File: src/sv/mvma_pkg.sv
package mvma_pkg;

  // Field widths
  localparam int unsigned DATA_W    = 16;
  localparam int unsigned IDX_W     = 10;
  localparam int unsigned LEN_W     = 11;
  localparam int unsigned ACC_W     = 48;
  localparam int unsigned PROD_W    = 2 * DATA_W;
  localparam int unsigned CFG_IDX_W = 2;
  localparam int unsigned S_DATA_W  = 48;

  localparam int unsigned DEFAULT_MAX_LENGTH = 1024;
  localparam int unsigned OUT_DEPTH          = 8;

  localparam logic signed [DATA_W-1:0] GAIN_RESET = 16'sd4096;
  localparam logic [LEN_W-1:0]         LEN_RESET  = 11'd1024;

  // Register map
  typedef enum logic [CFG_IDX_W-1:0] {
    REG_ALPHA  = 2'd0,
    REG_BETA   = 2'd1,
    REG_LENGTH = 2'd2
  } cfg_reg_t;

  // Request kinds
  typedef enum logic {
    ACT_LOAD   = 1'b0,
    ACT_MATRIX = 1'b1
  } action_t;

  // Finished row handed from the MAC pipeline to the epilogue
  typedef struct packed {
    logic                     valid;
    logic signed [ACC_W-1:0]  acc;
    logic signed [DATA_W-1:0] self_value;
  } row_sum_t;

  // Rounded and clipped result handed to the output queue
  typedef struct packed {
    logic                     valid;
    logic signed [DATA_W-1:0] y_value;
    logic                     saturated;
  } result_t;

  // Longest row the column counter must reach
  function automatic int unsigned len_cap(input int unsigned max_len);
    int unsigned top_len;
    top_len = (1 << LEN_W) - 1;
    return (max_len < top_len) ? max_len : top_len;
  endfunction

  function automatic int unsigned bits_for(input int unsigned depth);
    return (depth > 1) ? $clog2(depth) : 1;
  endfunction

endpackage

File: src/sv/mvma_epi.sv
module mvma_epi
  import mvma_pkg::*;
(
  input  logic                     clk,
  input  logic                     rst,
  input  logic signed [DATA_W-1:0] alpha_gain,
  input  logic signed [DATA_W-1:0] beta_gain,
  input  row_sum_t                 row,
  output result_t                  res
);

  localparam int unsigned SPLIT  = ACC_W / 2;
  localparam int unsigned HI_W   = DATA_W + ACC_W - SPLIT;
  localparam int unsigned LO_W   = DATA_W + SPLIT + 1;
  localparam int unsigned TOT_W  = 64;
  localparam int unsigned SHIFT  = 27;
  localparam int unsigned ALIGN  = 15;
  localparam int unsigned YW_W   = TOT_W - SHIFT;
  localparam logic signed [TOT_W-1:0] ROUND = TOT_W'(1) <<< (SHIFT - 1);
  localparam logic signed [YW_W-1:0]  Y_MAX = YW_W'(32767);
  localparam logic signed [YW_W-1:0]  Y_MIN = -YW_W'(32768);

  logic                      e1_valid;
  logic signed [HI_W-1:0]    p_hi;
  logic signed [LO_W-1:0]    p_lo;
  logic signed [PROD_W-1:0]  p_self;

  logic                      e2_valid;
  logic signed [TOT_W-1:0]   total;
  logic signed [YW_W-1:0]    y_wide;

  // Stage 1: split alpha*acc into two partial products, scale self
  always_ff @(posedge clk) begin
    if (rst) begin
      e1_valid <= 1'b0;
    end else begin
      e1_valid <= row.valid;
    end
    p_hi   <= alpha_gain * $signed(row.acc[ACC_W-1:SPLIT]);
    p_lo   <= alpha_gain * $signed({1'b0, row.acc[SPLIT-1:0]});
    p_self <= beta_gain * row.self_value;
  end

  // Stage 2: align and sum with the rounding bias
  always_ff @(posedge clk) begin
    if (rst) begin
      e2_valid <= 1'b0;
    end else begin
      e2_valid <= e1_valid;
    end
    total <= (TOT_W'(p_hi) <<< SPLIT) + TOT_W'(p_lo)
           + (TOT_W'(p_self) <<< ALIGN) + ROUND;
  end

  assign y_wide = total[TOT_W-1:SHIFT];

  // Stage 3: clip to Q1.15
  always_ff @(posedge clk) begin
    if (rst) begin
      res.valid <= 1'b0;
    end else begin
      res.valid <= e2_valid;
    end
    if (y_wide > Y_MAX) begin
      res.y_value   <= DATA_W'(Y_MAX);
      res.saturated <= 1'b1;
    end else if (y_wide < Y_MIN) begin
      res.y_value   <= DATA_W'(Y_MIN);
      res.saturated <= 1'b1;
    end else begin
      res.y_value   <= y_wide[DATA_W-1:0];
      res.saturated <= 1'b0;
    end
  end

endmodule

File: config.mk
export PLATFORM = sky130hd
export DESIGN_NAME = mvma_epi
export DESIGN_NICKNAME = d
export VERILOG_FILES = /design/src/sv/mvma_pkg.sv /design/src/sv/mvma_epi.sv
export SDC_FILE = /design/constraint.sdc
export NUM_CORES = 2
export LEC_CHECK = 0
export BUFFER_PORTS_ARGS = -buffer_cell sky130_fd_sc_hd__buf_2
export CORE_MARGIN = 5
export CORE_UTILIZATION = 40
export DETAILED_ROUTE_END_ITERATION = 10
export MAX_ROUTING_LAYER = met4
export PLACE_DENSITY = 0.52
export RECOVER_POWER = 50
export SETUP_SLACK_MARGIN = 0.1
export SYNTH_ARGS = -nofsm -noshare
export SYNTH_HDL_FRONTEND = slang
export SYNTH_SLANG_ARGS = --single-unit
File: constraint.sdc
create_clock -name clk -period 20.2 [get_ports clk]
set_clock_uncertainty 0.15 [all_clocks]
set_input_delay 2.02 -clock clk [delete_from_list [all_inputs] [get_ports clk]]
set_output_delay 2.02 -clock clk [all_outputs]
set_load 0.005 [all_outputs]
Word level (Yosys, flattened, before mapping)

Index checks and enable logic that the tools add are counted.
Widths: inputs -> output; s select.

$lt $le $gt $ge: 2
$mul: 3
Mux-type cells: 1
Add/sub/neg operators: 3

Operator list:

| operator               | number |
|---|---|
| $add 64x28->64 const B | 1 |
| $add 64x41->64         | 1 |
| $add 64x47->64         | 1 |
| $mul 16x25->41         | 1 |
| $mul 16x24->40         | 1 |
| $gt 37x16->1 const B   | 1 |
| $lt 37x16->1 const B   | 1 |
| $mul 16x16->32         | 1 |
| $mux 17                | 1 |

Bits in registers: 197
Input port bits: 99
Word-level logic and storage cells: 18

Logic depth before layout (Yosys ltp)

Depth after elaboration: 3
Depth in mapped cells: 26
Gate-level depth less buffers: 24

Worst setup path after synthesis

No wires, ideal clock.

Kind: input to register
From: in alpha_gain[1]
To: reg p_hi[39]
Data arrival time: 8.405 ns
Library setup time: 0.103 ns
Stages: 25
Slack: 11.542 ns
Path through: clkbuf_1 -> clkbuf_1 -> nand2_1 -> fa_1 -> inv_1 -> fa_1 -> inv_1 -> fa_1 -> inv_1 -> fa_1 -> fa_1 -> inv_1 -> fa_1 -> inv_1 -> ha_1 -> a21oi_2 -> o21ai_1 -> a2111o_1 -> a2111oi_4 -> a21oi_2 -> a211oi_2 -> a21oi_2 -> a221oi_2 -> mux2i_1 -> a2111oi_2

Word-level cells in the longest chain between the ends: 1

Ends and longest elaborated chain:

| what                 | RTL line       | text |
|---|---|---|
| start, declared      | mvma_epi.sv:6  | `input logic signed [DATA_W-1:0] alpha_gain,` |
| $mul 16x24->40       | mvma_epi.sv:39 | `p_hi <= alpha_gain * $signed(row.acc[ACC_W-1:SPLIT]);` |
| end signal, assigned | mvma_epi.sv:39 |  |
| end, declared        | mvma_epi.sv:24 | `logic signed [HI_W-1:0] p_hi;` |

No other way between the ends.
A chain may end at the register's enable or synchronous reset.

Final worst setup path

From: in alpha_gain[0]
To: reg p_hi[38]

The elaborated chain is that of the path after synthesis.

==> impl_metrics.tcl <==
set metrics [dict create \
    critPathTopFamily "adder cells" \
    path_class "in2reg" \
    place_hpwl_mm 84.8 \
    synth-xor-area-share 0.0278 \
    cp-start-kind "input port" \
    fp.dieW_um 335 \
    ios 117 \
    syn_to_final_growth_pct 5.80 \
    rows 119 \
    yosysWarnings 0 \
    grtUsageTotal 0.204 \
    final_nets 6052 \
    hold_viol 0 \
    drive_above_1_share 0.0383 \
    clockBufferDepth 2 \
    synth_ff_type "dfxtp_1" \
    synthArstFlopShare 0 \
    outcome "complete, but fails checks" \
    synth_top_family_by_area "adder cells" \
    dr.pass1.iters 5 \
    min_period_over_period 0.449 \
    cts_max_level 4 \
    min_to "res[16]" \
    post-place-ws_ns 10.81 \
    slowest_stage "clkbuf_1" \
    ys_seq_elements 155 \
    violations "capacitance limit, slew limit" \
    setup_violations 0 \
    worst_pin_slew_ns 2.52 \
    cts_num_sinks 155 \
    synthSimpleGateAreaFrac 0.148 \
    worstSkewPairLatency_ns 0.47 \
    crit_fanout 47 \
    die_h_um 335 \
    top_layer "met4" \
    grt_pass1_vias 32400 \
    synth.net_count 6061 \
    gp_congestion 0.848 \
    synth_edf_count 0 \
    synthMuxAreaShare 0.000711 \
    cp.depth 20 \
    vias_per_cell 4.86 \
    rr_worst_depth 13 \
    rrSetupSlack_ns 14.54 \
    path_buf_inv 5 \
    post_cts_buffers 0 \
    cts_tree "done" \
    rsz0062_at_grt "false" \
    ys_seq_area_frac 0.0735 \
    hold_start "total[63]" \
    antenna_found_initial 15 \
    synthAdderAreaFrac 0.587 \
    syn_inst 4568 \
    drt-total-wl_mm 106 \
    met3_wirelength_mm 4.17 \
    wl_met2_mm 50.9 \
    cp.arrival_ns 9.30 \
    cp_common_cell "fa_1" \
    dieArea_um2 112000 \
    synth_area_um2 42200 \
    grt_first_pass_wirelength_mm 177 \
    grt_overflow 0 \
    drv_slew 73 \
    max_slew_margin -0.681 \
    synth-compound-area-share 0.0496 \
    grt_max_degree 49 \
    min_path_type "reg2reg" \
    tns_ns 0 \
    ant_nets 0 \
    max_freq_mhz 110 \
    r2r-start "p_lo[40]" \
    drtIter0Drc 1224 \
    r2r-end "total[56]" \
    max_stage_delay_ns 1.77 \
    ctsResizeCount 0 \
    dr_total_vias 29000 \
    initial_utilization 0.402 \
    wire_per_inst_um 17.7 \
    portBuffers 116 \
    max_cap_violations 2 \
    cts-hold-fix-buffers 0 \
    crit_chain "buf_2 -> clkbuf_1 -> nand2_1 -> fa_1 -> fa_1 -> inv_1 -> fa_1 -> inv_1 -> fa_1 -> inv_1 -> ha_1 -> and3_2 -> nand2b_1 -> o22ai_1 -> a21oi_1 -> o41ai_1 -> o311ai_1 -> or3_1 -> a311oi_1 -> xor2_1" \
    numCtsBuffers 17 \
    utilization 0.425 \
    crit_required_ns 20.44 \
    drc_errors 0 \
    setup_slack_ns 11.14 \
    core_area_um2 105000 \
    syn_avg_cell_area_um2 9.24 \
    met1Wirelength_mm 47.2 \
    place_area_um2 44100 \
    cts-root-buf "clkbuf_16" \
    path_clk_slew_ns 0.07 \
    final_cell_area_um2 44700 \
    cp-end-kind "flop" \
    synth_cell_types 71 \
    holdPathStages 0 \
    fin_crit_ns 9.06 \
]
==> through the flow <==
stage          hold slack [ns]  cells
2_1_floorplan            0.264   4568
3_3_place_gp             0.238   5931
3_5_place_dp             0.229   5931
4_1_cts                  0.240   5963
5_1_grt                  0.259   5967
6_report                 0.230   5972
==> worst register-to-register path, stage by stage (launching register included) <==
cell	delay, ns
dfxtp_1	1.38
fa_1	0.63
ha_1	0.29
ha_1	0.36
a21o_1	0.19
a21o_1	0.19
a2111oi_0	0.78
o21ai_0	0.22
a21oi_1	0.42
nor3b_1	0.14
and2_0	0.22
a21o_1	0.21
a41o_1	0.25
xor2_1	0.14
==> synthesized netlist by cell type, drive strengths merged (7+ instances only) <==
cell type  count  share of area
o21bai        17         0.0030
nor2b         16         0.0024
o21a          19         0.0034
o31ai          7         0.0012
nand2        601          0.053
a21oi         98          0.012
nand2b        35         0.0052
nor2         136          0.012
and3           7         0.0011
or3            7         0.0010
ha           414           0.12
and2         414          0.061
clkbuf       160          0.014
o21ai         42         0.0050
nand3         16         0.0019
a21o          64          0.011
nor4           7         0.0010
nor3          25         0.0030
inv         1107          0.098
a211oi        11         0.0021
xor2          44         0.0091
a31oi          9         0.0013
nand4         18         0.0027
xnor2         90          0.019
fa           980           0.46
dfxtp        155          0.073
==> cells by family (layout without fill, tap and decap cells) <==
group / count (synthesis) / after routing
multiplexers: 3 / 3
AO/OA/AOI/OAI: 312 / 312
buffers and inverters: 1271 / 1275
flip-flops: 155 / 155
XOR/XNOR: 134 / 134
AND/OR/NAND/NOR: 1299 / 1299
other: 0 / 9
adder cells (fa/ha/maj): 1394 / 1394
==> worst max path at each step <==
stage                       start       end  slack, ns
global route        alpha_gain[0]  p_hi[38]      10.59
detailed placement  alpha_gain[1]  p_hi[39]      10.81
finish              alpha_gain[0]  p_hi[38]      11.14
global placement    alpha_gain[1]  p_hi[39]      10.86
CTS                 alpha_gain[1]  p_hi[39]      11.29
floorplan           alpha_gain[1]  p_hi[39]      11.54
==> placed cells by master (no fill, tap or decap), drive strengths merged, types with 3 or more instances in the layout <==
cell,netlist,final
inv,1107,1113
fa,980,980
nand2,601,601
ha,414,414
and2,414,414
dfxtp,155,155
nor2,136,136
buf,2,118
a21oi,98,98
xnor2,90,90
a21o,64,64
xor2,44,44
o21ai,42,42
nand2b,35,35
clkbuf,160,33
nor3,25,25
o21a,19,19
nand4,18,18
o21bai,17,17
nor2b,16,16
nand3,16,16
a211oi,11,11
diode,0,9
a31oi,9,9
clkinv,2,9
or3,7,7
o31ai,7,7
nor4,7,7
and3,7,7
or2,6,6
o211ai,5,5
a2111oi,5,5
o31a,4,4
a211o,3,3
a311oi,3,3
mux2i,3,3
nor3b,3,3
==> flip-flops by register name (all words and copies together) (netlist names) <==
name      count
e2_valid      1
total        37
p_lo         26
p_self       32
e1_valid      1
res          18
p_hi         40
==> layer usage <==
| metal | GRT usage | vias up |
|---|---|---|
| met5 | - | - |
| met4 | 0.0594 | 0 |
| met1 | 0.265 | 14900 |
| met3 | 0.0206 | 124 |
| li1 | - | 13500 |
| met2 | 0.343 | 567 |
==> layout make-up <==
class                      instances  area (µm²)
antenna                            9        22.5
clock buffer                      17         425
clock inverter                    15         179
fill                           10600       60400
inverter                        1109        4160
multi-input combinational       3142       34400
sequential                       155        3100
tap                             1391        1740
timing repair buffer             134         691
Power is left out: the tool's default activity adds up to more than one toggle a clock period on the data nets, which glitch-free logic cannot reach.
